[src/hdl/crcpd_pkg.sv]
package crcpd_pkg;

  localparam int unsigned HEADER_BYTES  = 10;
  localparam int unsigned TRAILER_BYTES = 4;

  localparam logic [31:0] CRC_POLY = 32'hEDB8_8320;
  localparam logic [31:0] CRC_INIT = 32'hFFFF_FFFF;

  localparam int unsigned FILL_W = 7;
  localparam int unsigned LEN_W  = 7;
  localparam int unsigned OIDX_W = 6;
  localparam int unsigned DISC_W = 32;

  localparam int unsigned FRAME_SLOTS = 2;
  localparam int unsigned SLOT_W      = 1;

  localparam int unsigned OUT_FIELDS_W = 8 + 8 + 16 + LEN_W + OIDX_W + 8 + DISC_W;
  localparam int unsigned OUT_DATA_W   = ((OUT_FIELDS_W + 7) / 8) * 8;

  typedef enum logic [7:0] {
    CFG_FIRST_MAGIC   = 8'd0,
    CFG_SECOND_MAGIC  = 8'd1,
    CFG_VERSION       = 8'd2,
    CFG_PAYLOAD_LIMIT = 8'd3
  } cfg_reg_e;

  typedef struct packed {
    logic [7:0]        version;
    logic [7:0]        ftype;
    logic [15:0]       seq_num;
    logic [LEN_W-1:0]  frame_len;
    logic [DISC_W-1:0] discards;
  } frame_desc_t;

  typedef struct packed {
    logic              full;
    logic              valid;
    logic [SLOT_W-1:0] wr_slot;
    logic [SLOT_W-1:0] rd_slot;
  } queue_status_t;

endpackage

[src/hdl/crc32_packet_deframer.sv]
// Byte-stream deframer: hunts for the two sync bytes, checks a 10-byte header
// (sync pair, version, type, 16-bit sequence, 16-bit length, two reserved
// bytes, all little endian) and a trailing CRC-32 (reflected 0xEDB88320,
// preset and inverted) over header and payload, then emits one result per
// payload byte, or one result for an empty payload, with tlast on the final
// one. The input takes one byte per cycle; it stalls only while two checked
// frames still wait for delivery, since the payload buffer has two frame
// slots. Results leave at one per cycle while the receiver is ready, via the
// queue count, read and output registers; frames do not overlap, as the
// buffer has one read port. Each failed check and each byte skipped in the sync
// hunt bumps a wrapping 32-bit discard count that travels with each result.
// Configuration writes are always ready and take effect on the next cycle.
module crc32_packet_deframer #(
  parameter int unsigned MAX_PAYLOAD = 64
) (
  input  logic                              clk_i,
  input  logic                              rst_ni,
  input  logic                              cfg_valid_i,
  output logic                              cfg_ready_o,
  input  logic [7:0]                        cfg_index_i,
  input  logic [7:0]                        cfg_data_i,
  input  logic                              s_axis_tvalid,
  output logic                              s_axis_tready,
  // data_byte
  input  logic [7:0]                        s_axis_tdata,
  output logic                              m_axis_tvalid,
  input  logic                              m_axis_tready,
  // frame_version, frame_type, frame_sequence, payload_length, payload_index,
  // payload_byte, discard_count, zero pad
  output logic [crcpd_pkg::OUT_DATA_W-1:0]  m_axis_tdata,
  output logic                              m_axis_tlast
);

  localparam int unsigned IDX_W = (MAX_PAYLOAD > 1) ? $clog2(MAX_PAYLOAD) : 1;

  crcpd_pkg::queue_status_t      queue_st;
  crcpd_pkg::frame_desc_t        push_desc, head_desc;
  logic                          push, pop;
  logic                          mem_we;
  logic [crcpd_pkg::SLOT_W-1:0]  mem_slot;
  logic [IDX_W-1:0]              mem_idx;
  logic [7:0]                    mem_data;

  assign cfg_ready_o = 1'b1;

  crcpd_front #(
    .MAX_PAYLOAD (MAX_PAYLOAD),
    .IDX_W       (IDX_W)
  ) u_front (
    .clk_i       (clk_i),
    .rst_ni      (rst_ni),
    .cfg_valid_i (cfg_valid_i),
    .cfg_index_i (cfg_index_i),
    .cfg_data_i  (cfg_data_i),
    .in_valid_i  (s_axis_tvalid),
    .in_ready_o  (s_axis_tready),
    .in_data_i   (s_axis_tdata),
    .queue_i     (queue_st),
    .push_o      (push),
    .desc_o      (push_desc),
    .mem_we_o    (mem_we),
    .mem_slot_o  (mem_slot),
    .mem_idx_o   (mem_idx),
    .mem_data_o  (mem_data)
  );

  crcpd_queue u_queue (
    .clk_i    (clk_i),
    .rst_ni   (rst_ni),
    .push_i   (push),
    .desc_i   (push_desc),
    .pop_i    (pop),
    .desc_o   (head_desc),
    .status_o (queue_st)
  );

  crcpd_back #(
    .IDX_W       (IDX_W)
  ) u_back (
    .clk_i       (clk_i),
    .rst_ni      (rst_ni),
    .mem_we_i    (mem_we),
    .mem_slot_i  (mem_slot),
    .mem_idx_i   (mem_idx),
    .mem_data_i  (mem_data),
    .queue_i     (queue_st),
    .desc_i      (head_desc),
    .pop_o       (pop),
    .out_valid_o (m_axis_tvalid),
    .out_ready_i (m_axis_tready),
    .out_data_o  (m_axis_tdata),
    .out_last_o  (m_axis_tlast)
  );

endmodule

[src/hdl/crcpd_front.sv]
module crcpd_front #(
  parameter int unsigned MAX_PAYLOAD = 64,
  parameter int unsigned IDX_W       = 6
) (
  input  logic                           clk_i,
  input  logic                           rst_ni,
  input  logic                           cfg_valid_i,
  input  logic [7:0]                     cfg_index_i,
  input  logic [7:0]                     cfg_data_i,
  input  logic                           in_valid_i,
  output logic                           in_ready_o,
  input  logic [7:0]                     in_data_i,
  input  crcpd_pkg::queue_status_t       queue_i,
  output logic                           push_o,
  output crcpd_pkg::frame_desc_t         desc_o,
  output logic                           mem_we_o,
  output logic [crcpd_pkg::SLOT_W-1:0]   mem_slot_o,
  output logic [IDX_W-1:0]               mem_idx_o,
  output logic [7:0]                     mem_data_o
);

  localparam logic [crcpd_pkg::FILL_W-1:0] HDR_N =
    crcpd_pkg::FILL_W'(crcpd_pkg::HEADER_BYTES);
  localparam logic [crcpd_pkg::FILL_W-1:0] TRL_N =
    crcpd_pkg::FILL_W'(crcpd_pkg::TRAILER_BYTES);
  localparam logic [6:0] MAX_LIM = 7'(MAX_PAYLOAD);

  function automatic logic [31:0] crc_byte(input logic [31:0] crc, input logic [7:0] b);
    logic [31:0] c;
    c = crc ^ {24'd0, b};
    for (int k = 0; k < 8; k++) begin
      c = c[0] ? ((c >> 1) ^ crcpd_pkg::CRC_POLY) : (c >> 1);
    end
    return c;
  endfunction

  logic [7:0] first_q, second_q, version_q;
  logic [6:0] limit_q;

  logic [crcpd_pkg::FILL_W-1:0] fill_q, fill_d, total_q, total_d;
  logic [31:0] crc_q, crc_d, trailer_q, trailer_d;
  logic [crcpd_pkg::DISC_W-1:0] discards_q, discards_d;
  logic [7:0] hdr_q [8];

  logic                         accept;
  logic                         hdr_we;
  logic [2:0]                   hdr_idx;
  logic                         do_resync;
  logic                         hdr_ok;
  logic [6:0]                   lim;
  logic [1:0]                   t_sel;
  logic [31:0]                  trailer_n;
  logic [31:0]                  crc_upd, crc_restart;
  logic [crcpd_pkg::FILL_W-1:0] p_next, pay_off, t_diff;

  assign in_ready_o = !queue_i.full;
  assign accept     = in_valid_i && in_ready_o;

  always_ff @(posedge clk_i or negedge rst_ni) begin
    if (!rst_ni) begin
      first_q   <= 8'd0;
      second_q  <= 8'd0;
      version_q <= 8'd0;
      limit_q   <= 7'd64;
    end else if (cfg_valid_i) begin
      unique case (crcpd_pkg::cfg_reg_e'(cfg_index_i))
        crcpd_pkg::CFG_FIRST_MAGIC:   first_q   <= cfg_data_i;
        crcpd_pkg::CFG_SECOND_MAGIC:  second_q  <= cfg_data_i;
        crcpd_pkg::CFG_VERSION:       version_q <= cfg_data_i;
        crcpd_pkg::CFG_PAYLOAD_LIMIT: limit_q   <= cfg_data_i[6:0];
        default: ;
      endcase
    end
  end

  always_comb begin
    lim         = (limit_q > MAX_LIM) ? MAX_LIM : limit_q;
    hdr_ok      = (hdr_q[0] == first_q) && (hdr_q[1] == second_q) &&
                  (hdr_q[2] == version_q) && ({hdr_q[7], hdr_q[6]} <= {9'd0, lim});
    crc_upd     = crc_byte(crc_q, in_data_i);
    crc_restart = crc_byte(crcpd_pkg::CRC_INIT, in_data_i);
    p_next      = fill_q + 7'd1;
    pay_off     = fill_q - HDR_N;
    t_diff      = fill_q - total_q;
    t_sel       = t_diff[1:0];
    trailer_n   = trailer_q | ({24'd0, in_data_i} << {t_sel, 3'b000});

    fill_d     = fill_q;
    total_d    = total_q;
    crc_d      = crc_q;
    trailer_d  = trailer_q;
    discards_d = discards_q;
    hdr_we     = 1'b0;
    hdr_idx    = fill_q[2:0];
    mem_we_o   = 1'b0;
    push_o     = 1'b0;
    do_resync  = 1'b0;

    if (accept) begin
      if (fill_q == '0 && in_data_i != first_q) begin
        discards_d = discards_q + 32'd1;
      end else if ((fill_q == 7'd1 && in_data_i != second_q) || fill_q >= total_q) begin
        do_resync = 1'b1;
      end else begin
        fill_d = p_next;
        if (fill_q < HDR_N) begin
          hdr_we = (fill_q < 7'd8);
          crc_d  = crc_upd;
        end else if (fill_q + TRL_N < total_q) begin
          mem_we_o = 1'b1;
          crc_d    = crc_upd;
        end else begin
          trailer_d = trailer_n;
        end
        if (p_next == HDR_N) begin
          if (!hdr_ok) begin
            do_resync = 1'b1;
          end else begin
            total_d   = HDR_N + hdr_q[6][6:0] + TRL_N;
            trailer_d = 32'd0;
          end
        end else if (p_next == total_q) begin
          if (trailer_n != ~crc_q) begin
            do_resync = 1'b1;
          end else begin
            push_o    = 1'b1;
            fill_d    = '0;
            total_d   = HDR_N;
            crc_d     = crcpd_pkg::CRC_INIT;
            trailer_d = 32'd0;
          end
        end
      end

      if (do_resync) begin
        discards_d = discards_q + 32'd1;
        fill_d     = '0;
        total_d    = HDR_N;
        crc_d      = crcpd_pkg::CRC_INIT;
        trailer_d  = 32'd0;
        hdr_we     = 1'b0;
        if (in_data_i == first_q) begin
          hdr_we  = 1'b1;
          hdr_idx = 3'd0;
          crc_d   = crc_restart;
          fill_d  = 7'd1;
        end
      end
    end
  end

  always_ff @(posedge clk_i or negedge rst_ni) begin
    if (!rst_ni) begin
      fill_q     <= '0;
      total_q    <= HDR_N;
      crc_q      <= crcpd_pkg::CRC_INIT;
      trailer_q  <= 32'd0;
      discards_q <= '0;
    end else begin
      fill_q     <= fill_d;
      total_q    <= total_d;
      crc_q      <= crc_d;
      trailer_q  <= trailer_d;
      discards_q <= discards_d;
    end
  end

  always_ff @(posedge clk_i) begin
    if (hdr_we) begin
      hdr_q[hdr_idx] <= in_data_i;
    end
  end

  assign mem_slot_o = queue_i.wr_slot;
  assign mem_idx_o  = pay_off[IDX_W-1:0];
  assign mem_data_o = in_data_i;

  assign desc_o.version   = hdr_q[2];
  assign desc_o.ftype     = hdr_q[3];
  assign desc_o.seq_num   = {hdr_q[5], hdr_q[4]};
  assign desc_o.frame_len = hdr_q[6][6:0];
  assign desc_o.discards  = discards_q;

endmodule

[src/hdl/crcpd_queue.sv]
module crcpd_queue (
  input  logic                     clk_i,
  input  logic                     rst_ni,
  input  logic                     push_i,
  input  crcpd_pkg::frame_desc_t   desc_i,
  input  logic                     pop_i,
  output crcpd_pkg::frame_desc_t   desc_o,
  output crcpd_pkg::queue_status_t status_o
);

  localparam logic [crcpd_pkg::SLOT_W:0] SLOTS_N =
    (crcpd_pkg::SLOT_W + 1)'(crcpd_pkg::FRAME_SLOTS);

  crcpd_pkg::frame_desc_t slot_q [crcpd_pkg::FRAME_SLOTS];

  logic [crcpd_pkg::SLOT_W-1:0] wr_q, rd_q;
  logic [crcpd_pkg::SLOT_W:0]   cnt_q;

  always_ff @(posedge clk_i or negedge rst_ni) begin
    if (!rst_ni) begin
      wr_q  <= '0;
      rd_q  <= '0;
      cnt_q <= '0;
    end else begin
      if (push_i) begin
        wr_q <= wr_q + 1'b1;
      end
      if (pop_i) begin
        rd_q <= rd_q + 1'b1;
      end
      if (push_i && !pop_i) begin
        cnt_q <= cnt_q + 1'b1;
      end else if (pop_i && !push_i) begin
        cnt_q <= cnt_q - 1'b1;
      end
    end
  end

  always_ff @(posedge clk_i) begin
    if (push_i) begin
      slot_q[wr_q] <= desc_i;
    end
  end

  assign desc_o           = slot_q[rd_q];
  assign status_o.full    = (cnt_q == SLOTS_N);
  assign status_o.valid   = (cnt_q != '0);
  assign status_o.wr_slot = wr_q;
  assign status_o.rd_slot = rd_q;

  a_no_push_full: assert property (@(posedge clk_i) disable iff (!rst_ni)
    push_i |-> !status_o.full)
    else $error("frame pushed into full queue");

  a_no_pop_empty: assert property (@(posedge clk_i) disable iff (!rst_ni)
    pop_i |-> status_o.valid)
    else $error("frame popped from empty queue");

  a_count_bound: assert property (@(posedge clk_i) disable iff (!rst_ni)
    cnt_q <= SLOTS_N)
    else $error("queue count out of range");

  a_push_visible: assert property (@(posedge clk_i) disable iff (!rst_ni)
    (push_i && !pop_i) |=> status_o.valid)
    else $error("pushed frame not visible");

endmodule

[src/hdl/crcpd_back.sv]
module crcpd_back #(
  parameter int unsigned IDX_W       = 6
) (
  input  logic                               clk_i,
  input  logic                               rst_ni,
  input  logic                               mem_we_i,
  input  logic [crcpd_pkg::SLOT_W-1:0]       mem_slot_i,
  input  logic [IDX_W-1:0]                   mem_idx_i,
  input  logic [7:0]                         mem_data_i,
  input  crcpd_pkg::queue_status_t           queue_i,
  input  crcpd_pkg::frame_desc_t             desc_i,
  output logic                               pop_o,
  output logic                               out_valid_o,
  input  logic                               out_ready_i,
  output logic [crcpd_pkg::OUT_DATA_W-1:0]   out_data_o,
  output logic                               out_last_o
);

  localparam int unsigned MEM_DEPTH = crcpd_pkg::FRAME_SLOTS * (2 ** IDX_W);
  localparam int unsigned PAD_W     = crcpd_pkg::OUT_DATA_W - crcpd_pkg::OUT_FIELDS_W;

  logic [7:0] mem_q [MEM_DEPTH];

  logic [crcpd_pkg::LEN_W-1:0]  k_q, count;
  logic                         issued_all_q;
  logic                         rd_valid_q, rd_last_q;
  logic [crcpd_pkg::OIDX_W-1:0] rd_idx_q;
  logic [7:0]                   rd_data_q;
  logic                         out_valid_q, out_last_q;
  logic [crcpd_pkg::OUT_DATA_W-1:0] out_data_q;

  logic advance, load_out, rd_free, issue, last_issue;
  logic [7:0] pay_byte;

  assign count      = (desc_i.frame_len == '0) ? 7'd1 : desc_i.frame_len;
  assign last_issue = (k_q + 7'd1 == count);
  assign advance    = !out_valid_q || out_ready_i;
  assign load_out   = rd_valid_q && advance;
  assign rd_free    = !rd_valid_q || load_out;
  assign issue      = queue_i.valid && !issued_all_q && rd_free;
  assign pop_o      = load_out && rd_last_q;
  assign pay_byte   = (desc_i.frame_len == '0) ? 8'd0 : rd_data_q;

  always_ff @(posedge clk_i) begin
    if (mem_we_i) begin
      mem_q[{mem_slot_i, mem_idx_i}] <= mem_data_i;
    end
  end

  always_ff @(posedge clk_i) begin
    if (issue) begin
      rd_data_q <= mem_q[{queue_i.rd_slot, k_q[IDX_W-1:0]}];
      rd_idx_q  <= k_q[crcpd_pkg::OIDX_W-1:0];
      rd_last_q <= last_issue;
    end
    if (load_out) begin
      out_data_q <= {{PAD_W{1'b0}}, desc_i.discards, pay_byte, rd_idx_q,
                     desc_i.frame_len, desc_i.seq_num, desc_i.ftype, desc_i.version};
      out_last_q <= rd_last_q;
    end
  end

  always_ff @(posedge clk_i or negedge rst_ni) begin
    if (!rst_ni) begin
      k_q          <= '0;
      issued_all_q <= 1'b0;
      rd_valid_q   <= 1'b0;
      out_valid_q  <= 1'b0;
    end else begin
      if (issue) begin
        k_q <= last_issue ? '0 : k_q + 7'd1;
      end
      if (issue && last_issue) begin
        issued_all_q <= 1'b1;
      end else if (pop_o) begin
        issued_all_q <= 1'b0;
      end
      if (issue) begin
        rd_valid_q <= 1'b1;
      end else if (load_out) begin
        rd_valid_q <= 1'b0;
      end
      if (load_out) begin
        out_valid_q <= 1'b1;
      end else if (out_ready_i) begin
        out_valid_q <= 1'b0;
      end
    end
  end

  assign out_valid_o = out_valid_q;
  assign out_data_o  = out_data_q;
  assign out_last_o  = out_last_q;

endmodule
[config.mk]
export PLATFORM = sky130hd
export DESIGN_NAME = crc32_packet_deframer
export DESIGN_NICKNAME = d
export VERILOG_FILES = /design/src/hdl/crcpd_pkg.sv /design/src/hdl/crc32_packet_deframer.sv /design/src/hdl/crcpd_front.sv /design/src/hdl/crcpd_queue.sv /design/src/hdl/crcpd_back.sv
export SDC_FILE = /design/constraint.sdc
export NUM_CORES = 2
export LEC_CHECK = 0
export ABC_AREA = 1
export BUFFER_PORTS_ARGS = -buffer_cell sky130_fd_sc_hd__buf_2
export CORE_MARGIN = 4
export CORE_UTILIZATION = 45
export CTS_BUF_LIST = sky130_fd_sc_hd__clkbuf_4
export CTS_CLUSTER_SIZE = 10
export DETAILED_ROUTE_END_ITERATION = 10
export PLACE_DENSITY = 0.71
export SETUP_SLACK_MARGIN = 0.4
export SLEW_MARGIN = 20
export SYNTH_ARGS = -nofsm -noshare
export SYNTH_HDL_FRONTEND = slang
export SYNTH_SLANG_ARGS = --single-unit
[constraint.sdc]
create_clock -name clk_i -period 8.77 [get_ports clk_i]
set_input_delay 0.4385 -clock clk_i [delete_from_list [all_inputs] [get_ports clk_i]]
set_output_delay 0.4385 -clock clk_i [all_outputs]
set_load 0.03 [all_outputs]
==> Word level (Yosys, flattened, before mapping) <==
Memory sizes are Yosys's and may differ from the RTL's. A register that Yosys moved wholly into a read port is not among the register bits.
Cells that the tools add are included.
{ "classes": {"n_addsub": 12, "n_mul": 0, "div_mod_pow": 0, "n_lt_le_gt_ge": 6, "eq_ne": 19, "shift": 1, "n_mux": 94, "bitwise_logic": 20, "n_reduce_logical": 39} }
{ "op_table": {"columns": ["cell", "n"], "rows": [
  ["32-bit two-way mux", 36],
  ["13-bit inverter with 14-bit output", 16],
  ["7-bit two-way mux", 16],
  ["1-bit two-way mux", 37],
  ["32-bit by 1-bit adder with 32-bit output (second input constant)", 1],
  ["8-bit equality test", 4],
  ["32-bit inequality test", 1],
  ["32-bit inverter", 1],
  ["8-bit inverter with 32-bit output", 1],
  ["32-bit OR", 1],
  ["8-bit by 5-bit << shifter with 32-bit output", 1],
  ["32-bit by 8-bit bitwise XOR with 32-bit output", 1],
  ["8-bit by 2-bit equality test with 1-bit output (second input constant)", 2],
  ["16-bit by 7-bit less-or-equal comparator with 1-bit output", 1],
  ["8-bit inequality test", 2],
  ["7-bit by 1-bit adder with 7-bit output (second input constant)", 2],
  ["7-bit by 3-bit adder with 7-bit output (second input constant)", 2],
  ["7-bit equality test", 2],
  ["7-bit zero test", 2],
  ["7-bit by 4-bit < comparator with 1-bit output (second input constant)", 2],
  ["1-bit logical AND", 13],
  ["2-bit nonzero test", 6],
  ["2-bit AND reduction", 5],
  ["3-bit two-way mux", 3],
  ["other kinds (22)", 33]
]} }
{ "word_totals": {"reg_bits": 248, "latchBits": 0, "ramBits": 1230, "rom_bits": 0, "out_inout_bits": 92, "word_cells": 215, "mem_count": 3} }
{ "mem_list": {"columns": ["name", "words", "width", "rd", "rd_clocked_by_memory_dff", "write_ports", "line_no", "text"], "rows": [
  ["u_back.mem_q", 128, 8, 1, 1, 1, "crcpd_back.sv:22", "logic [7:0] mem_q [MEM_DEPTH];"],
  ["u_queue.slot_q", 2, 71, 1, 0, 1, "crcpd_queue.sv:14", "crcpd_pkg::frame_desc_t slot_q [crcpd_pkg::FRAME_SLOTS];"],
  ["u_front.hdr_q", 8, 8, 8, 0, 1, "crcpd_front.sv:43", "logic [7:0] hdr_q [8];"]
]} }

==> Longest topological paths before layout <==
{ "depth": {"ltp_word": 25, "mapped_depth": 27, "depth_no_buf": 24} }

==> By module <==
From an unflattened synthesis, not the netlist that was laid out.
{ "hier_totals": {"cells_unflattened": 6741, "hier_area_um2": 67903.9} }
{ "by_module_without_submodules": {"columns": ["mod", "instances", "cells_per_inst", "area_each_um2", "seq_area_each_um2"], "rows": [
  ["crcpd_back", 1, 4462, 47790.8, 34032.6],
  ["crcpd_front", 1, 2029, 14406.3, 5494.0],
  ["crcpd_queue", 1, 248, 5695.5, 4364.2],
  ["crc32_packet_deframer", 1, 2, 11.3, 0.0]
]} }

==> Least setup slack after synthesis <==
No wires, ideal clock.
{ "synth_path": {"path_kind": "register to register", "start": "register u_front.fill_q[0] (netlist name)", "end": "memory u_queue.slot_q[0][0] (netlist name) (enable)", "setup_time_ns": 0.500, "arrival_ns": 5.519, "slack_ns": 2.751, "path_stages_with_launch": 18, "path_buffers": 3, "period_less_slack_ns": 6.019, "path_cell_list": "dfrtp_1 -> clkbuf_1 -> inv_2 -> ha_1 -> buf_2 -> buf_4 -> nor2_1 -> nand3_1 -> nand2_1 -> nand2_1 -> nand2_1 -> nand4_1 -> or2_2 -> nor2_1 -> nand4_1 -> nor2_1 -> inv_1 -> nor2_1"} }
{ "synth_via": {"elab_chain_len": 12} }
{ "synth_lines": {"columns": ["item", "line_no", "text"], "rows": [
  ["start: declaration", "crcpd_front.sv:40", "logic [crcpd_pkg::FILL_W-1:0] fill_q, fill_d, total_q, total_d;"],
  ["start signal: assignment", "crcpd_front.sv:160", "fill_q <= fill_d;"],
  ["2-bit subtractor", "crcpd_front.sv:84", "t_diff = fill_q - total_q;"],
  ["8-bit by 5-bit << shifter with 32-bit output", "crcpd_front.sv:86", "trailer_n = trailer_q | ({24'd0, in_data_i} << {t_sel, 3'b000});"],
  ["32-bit OR", "crcpd_front.sv:86", null],
  ["32-bit inequality test", "crcpd_front.sv:123", "if (trailer_n != ~crc_q) begin"],
  ["1-bit two-way mux", "crcpd_front.sv:123", null],
  ["1-bit two-way mux", "crcpd_front.sv:122", "end else if (p_next == total_q) begin"],
  ["1-bit two-way mux", "crcpd_front.sv:115", "if (p_next == HDR_N) begin"],
  ["1-bit two-way mux", "crcpd_front.sv:102", "end else if ((fill_q == 7'd1 && in_data_i != second_q) || fill_q >= total_q) begin"],
  ["1-bit two-way mux *", "crcpd_front.sv:100", "if (fill_q == '0 && in_data_i != first_q) begin"],
  ["1-bit two-way mux *", "crcpd_front.sv:99", "if (accept) begin"],
  ["via push", "crc32_packet_deframer.sv:38", "logic push, pop;"],
  ["1-bit two-way mux *", "crcpd_queue.sv:40", "if (push_i) begin"],
  ["1-bit two-way mux (implied by the code) *", "crcpd_queue.sv:41", "slot_q[wr_q] <= desc_i;"],
  ["end: declaration", "crcpd_queue.sv:14", null]
]} }
Mark *: on every way through the listed nets, which the timed path passes. The rest lies on a longest branch.

==> Worst setup path in the final report <==
{ "layout_path": {"start": "register u_front.fill_q[0] (netlist name)", "end": "memory u_queue.slot_q[1][30] (netlist name) (enable)"} }
Same word-level chain as after synthesis.

==> impl_metrics.py <==
metrics = {
    "place": {
        "gp_congestion": 0.946,
        "dp_hpwl_um": 106000,
        "dp.cells": 7292,
        "portBuffers": 116,
    },
    "final_layout": {
        "nFillCells": 12074,
        "stdcell_count": 7972,
        "layout-drive-gt1-share_pct": 13.6,
        "nNetsFinal": 5890,
        "area_growth_pct": 11.1,
    },
    "synth": {
        "ys_async_sr_fraction_pct": 10.4,
        "postSynth.topFlopCell": "edfxtp_1",
        "syn_area_per_cell_um2": 11.4,
        "synth_area_mm2": 0.0634,
        "yosysTopAreaCell": "edfxtp_1",
        "ys_top_cells_by_area": "edfxtp_1, o21ai_0, nand2_1",
        "synth_warnings": 0,
        "synth-edff-count": 1331,
        "synth_common_cells": "edfxtp_1, nand2_1, nor2_1",
        "ys_seq_area_share_pct": 69.2,
        "synthCells": 5562,
        "ys_types": 56,
        "ys_seq_elements": 1486,
        "yosys.area.top_type_share_pct": 63.0,
        "synth_most_common_cell": "edfxtp_1",
    },
    "worst_setup_path": {
        "cp.required_ns": 9.63,
        "path_cells": "inv_2 -> ha_1 -> inv_1 -> nand2_1 -> nand2_1 -> inv_2 -> nand2_1 -> nand2_1 -> nand2_1 -> nand2_1 -> nand4_1 -> or2_2 -> nor2_1 -> nand4_1 -> nor2_1 -> inv_1 -> nor2_4 -> buf_4",
        "start_kind": "flip-flop",
        "slowest_stage": "buf_4",
        "path_class": "flip-flop to flip-flop",
        "crit_path_end_kind": "flip-flop",
        "cpMostUsedCell": "nand2_1",
        "cpPeakStageDelay_ns": 0.74,
        "critPathArrivalTime_ns": 6.34,
        "cp_max_fo": 65,
    },
    "floorplanning": {
        "die_h_um": 383,
        "rows": 137,
        "dieWidth_um": 383,
        "initial_utilization_pct": 45.4,
        "floorplan.die_area_mm2": 0.147,
        "io-pin-count": 121,
        "core_mm2": 0.140,
    },
    "global_routing": {
        "grt_pass1_wl_um": 268000,
        "overflow": 0,
        "grt_pass1_vias": 44753,
        "grt_max_degree": 224,
        "track_usage_pct": 23.7,
        "antenna_found_initial": 6,
    },
    "pwr": {
        "power.switching_w": 0.00921,
        "p_leak_nw": 25.7,
        "powerDensity_mw_per_mm2": 320,
        "pwr-share-comb_pct": 36.8,
        "p_int_w": 0.0134,
        "peakVddDrop_mv": 0.291,
        "pwr-share-clk_pct": 24.4,
        "p_sw_share_pct": 40.8,
        "seqPwrFrac_pct": 38.9,
    },
    "status": {
        "status": "complete, no violations",
    },
    "route": {
        "ant_nets": 0,
        "drc": 0,
        "dr.pass1.iters": 8,
        "wl_um": 177000,
        "vias_per_cell": 5.71,
        "avgRoutedWirePerCell_um": 22.2,
        "first_iter_violations": 5565,
        "vias": 45517,
    },
    "sta": {
        "tns_ns": 0,
        "setup_viol": 0,
        "finalMaxSlewViolations": 0,
        "finClkSkew_ns": 0.0810,
        "maxSlewHeadroom_pct": 21.1,
        "fmax_mhz": 182,
        "finalHoldViolations": 0,
        "rsz0062_at_grt": "no",
        "tightest_slew_ns": 1.18,
        "fin_crit_ns": 5.48,
        "fin_crit_sh_pct": 62.5,
    },
    "clock_tree": {
        "post-cts-setup-buffer-count": 0,
        "cts.path.max_buffers": 4,
        "cts_sinks": 1486,
        "cts_tree": "done",
        "cts_root_buffer": "clkbuf_4",
        "path_clk_slew_ns": 0.07,
        "htree_levels": 5,
        "clock_latency_ns": 1.29,
        "cts_buffers": 376,
    },
    "flow_run": {
        "maxCapViolations": 0,
    },
    "hold_path": {
        "hold_class": "input port to flip-flop",
    },
}
-- power groups by stage --
stage | combinational, W | clock (W) | sequential [W]
3_3_place_gp | 0.00805 | 0 | 0.00889
3_5_place_dp | 0.00813 | 0 | 0.00889
4_1_cts | 0.00818 | 0.00560 | 0.00875
6_report | 0.00830 | 0.00550 | 0.00877
5_1_grt | 0.00905 | 0.00602 | 0.00878
2_1_floorplan | 0.00552 | 0 | 0.00889
-- per-stage QoR --
stage          util (%)  cell area [um2]  setup WS, ns  total power (W)  hold slack (ns)
4_1_cts            50.4            70400          3.39           0.0225          0.00303
3_5_place_dp       47.0            65600          3.43           0.0170            0.415
6_report           50.4            70500          3.29           0.0226            0.128
3_3_place_gp       46.9            65600          3.51           0.0169            0.406
5_1_grt            50.4            70500          2.99           0.0239           0.0454
2_1_floorplan         -            63400          2.75           0.0144            0.143
-- repair_timing --
action	4_1_cts	5_1_grt
endpoints found under the hold margin	1088	0
hold buffers	38	0
gates resized for setup	0	0
-- cell type report --
| type | instances | area (um2) | area share, % |
|---|---|---|---|
| Multi-Input combinational cell | 3496 | 17200 | 24.4 |
| Clock inverter | 117 | 546 | 0.774 |
| Antenna cell | 8 | 20.0 | 0.0284 |
| Sequential cell | 1486 | 43900 | 62.3 |
| Timing Repair Buffer | 206 | 1530 | 2.17 |
| Inverter | 266 | 1020 | 1.44 |
| Tap cell | 1876 | 2350 | 3.33 |
| Clock buffer | 517 | 3880 | 5.51 |
-- critical path, delay by kind of cell, from the launching register on --
kind / cells / cell delay (ns)
buffers and inverters: 5 / 1.56
adders and majority gates: 1 / 0.22
and+or+nand+nor: 12 / 2.73
DFF: 1 / 0.49
-- flip-flops by register name, indices dropped and copies added (netlist names) --
signal	cells
u_back.out_data_o	85
u_back.mem_q	1024
u_back.rd_idx_q	6
u_back.rd_last_q	1
u_front.fill_q	7
u_front.version_q	8
u_back.k_q	7
u_front.trailer_q	32
u_back.rd_valid_q	1
u_queue.cnt_q	2
u_front.total_q	7
u_front.second_q	8
u_front.limit_q	7
u_front.hdr_q	64
u_queue.slot_q	142
u_front.first_q	8
u_queue.wr_q	1
u_back.issued_all_q	1
u_front.discards_q	32
u_front.crc_q	32
u_back.out_last_o	1
u_back.out_valid_o	1
u_back.rd_data_q	8
u_queue.rd_q	1
-- metal layers --
metal  up-vias  global-route usage (%)  wire [um]
met5         -                       0          0
met3       479                    5.28      16600
met1     22034                    31.0      68000
li1      20419                       -          -
met2      2585                    37.6      83600
met4         0                    11.4       8480
-- worst paths after layout --
path	from	to	slack [ns]	cells past startpoint
min	s_axis_tdata[5]	u_back.mem_q[27][5]	0.13	2
max in group asynchronous	rst_ni	u_back.k_q[0]	7.67	4
max	u_front.fill_q[0]	u_queue.slot_q[1][30]	3.29	18
min in group asynchronous	rst_ni	u_front.trailer_q[11]	0.30	4
max reg2reg	u_front.fill_q[0]	u_queue.slot_q[1][30]	3.29	18
min reg2reg	u_front.hdr_q[5][3]	u_queue.slot_q[1][50]	0.41	0
-- cell usage in the layout, fill, tap and decap left out, types with 4 or more instances in the layout --
cell           netlist  routed
dfrtp_1            120     115
nor4_1              22      22
o221ai_1            90      90
ha_1                29      29
nand2_1            927     924
o211ai_1            22      22
buf_6                9      10
o21ai_0            702     701
a21oi_1             64      64
clkbuf_4             0     517
buf_4               13      43
buf_12               0       8
inv_1              245     242
nand2_2              4       7
a31oi_1             13      13
nor2_1             880     876
clkinv_2             0      17
xor2_1             136     136
xnor2_1             56      56
o21ai_2              7       7
diode_2              0       8
conb_1               2       4
nand4_1             29      29
nor2_4               3       6
nor3b_1              5       5
edfxtp_1          1331    1331
o22ai_1            207     207
or2_2               15      15
nor3_2               0       4
dlygate4sd3_1        0      37
inv_2               16      21
clkinv_1             4      94
a21boi_0             7       7
nand3_1            202     202
nor3_1              37      33
dfstp_2             35      35
buf_2               35     107
-- cells by family after synthesis --
group | after synthesis | synth area share (%)
adders and majority gates | 29 | 0.572
DFF | 1486 | 69.2
and+or+nand+nor | 2145 | 13.7
xor gates and xnor gates | 194 | 2.70
other | 2 | 0.0118
AOI/OAI and AO/OA | 1124 | 10.0
buffers and inverters | 582 | 3.70
No activity file was read; power rests on OpenSTA's default activity.
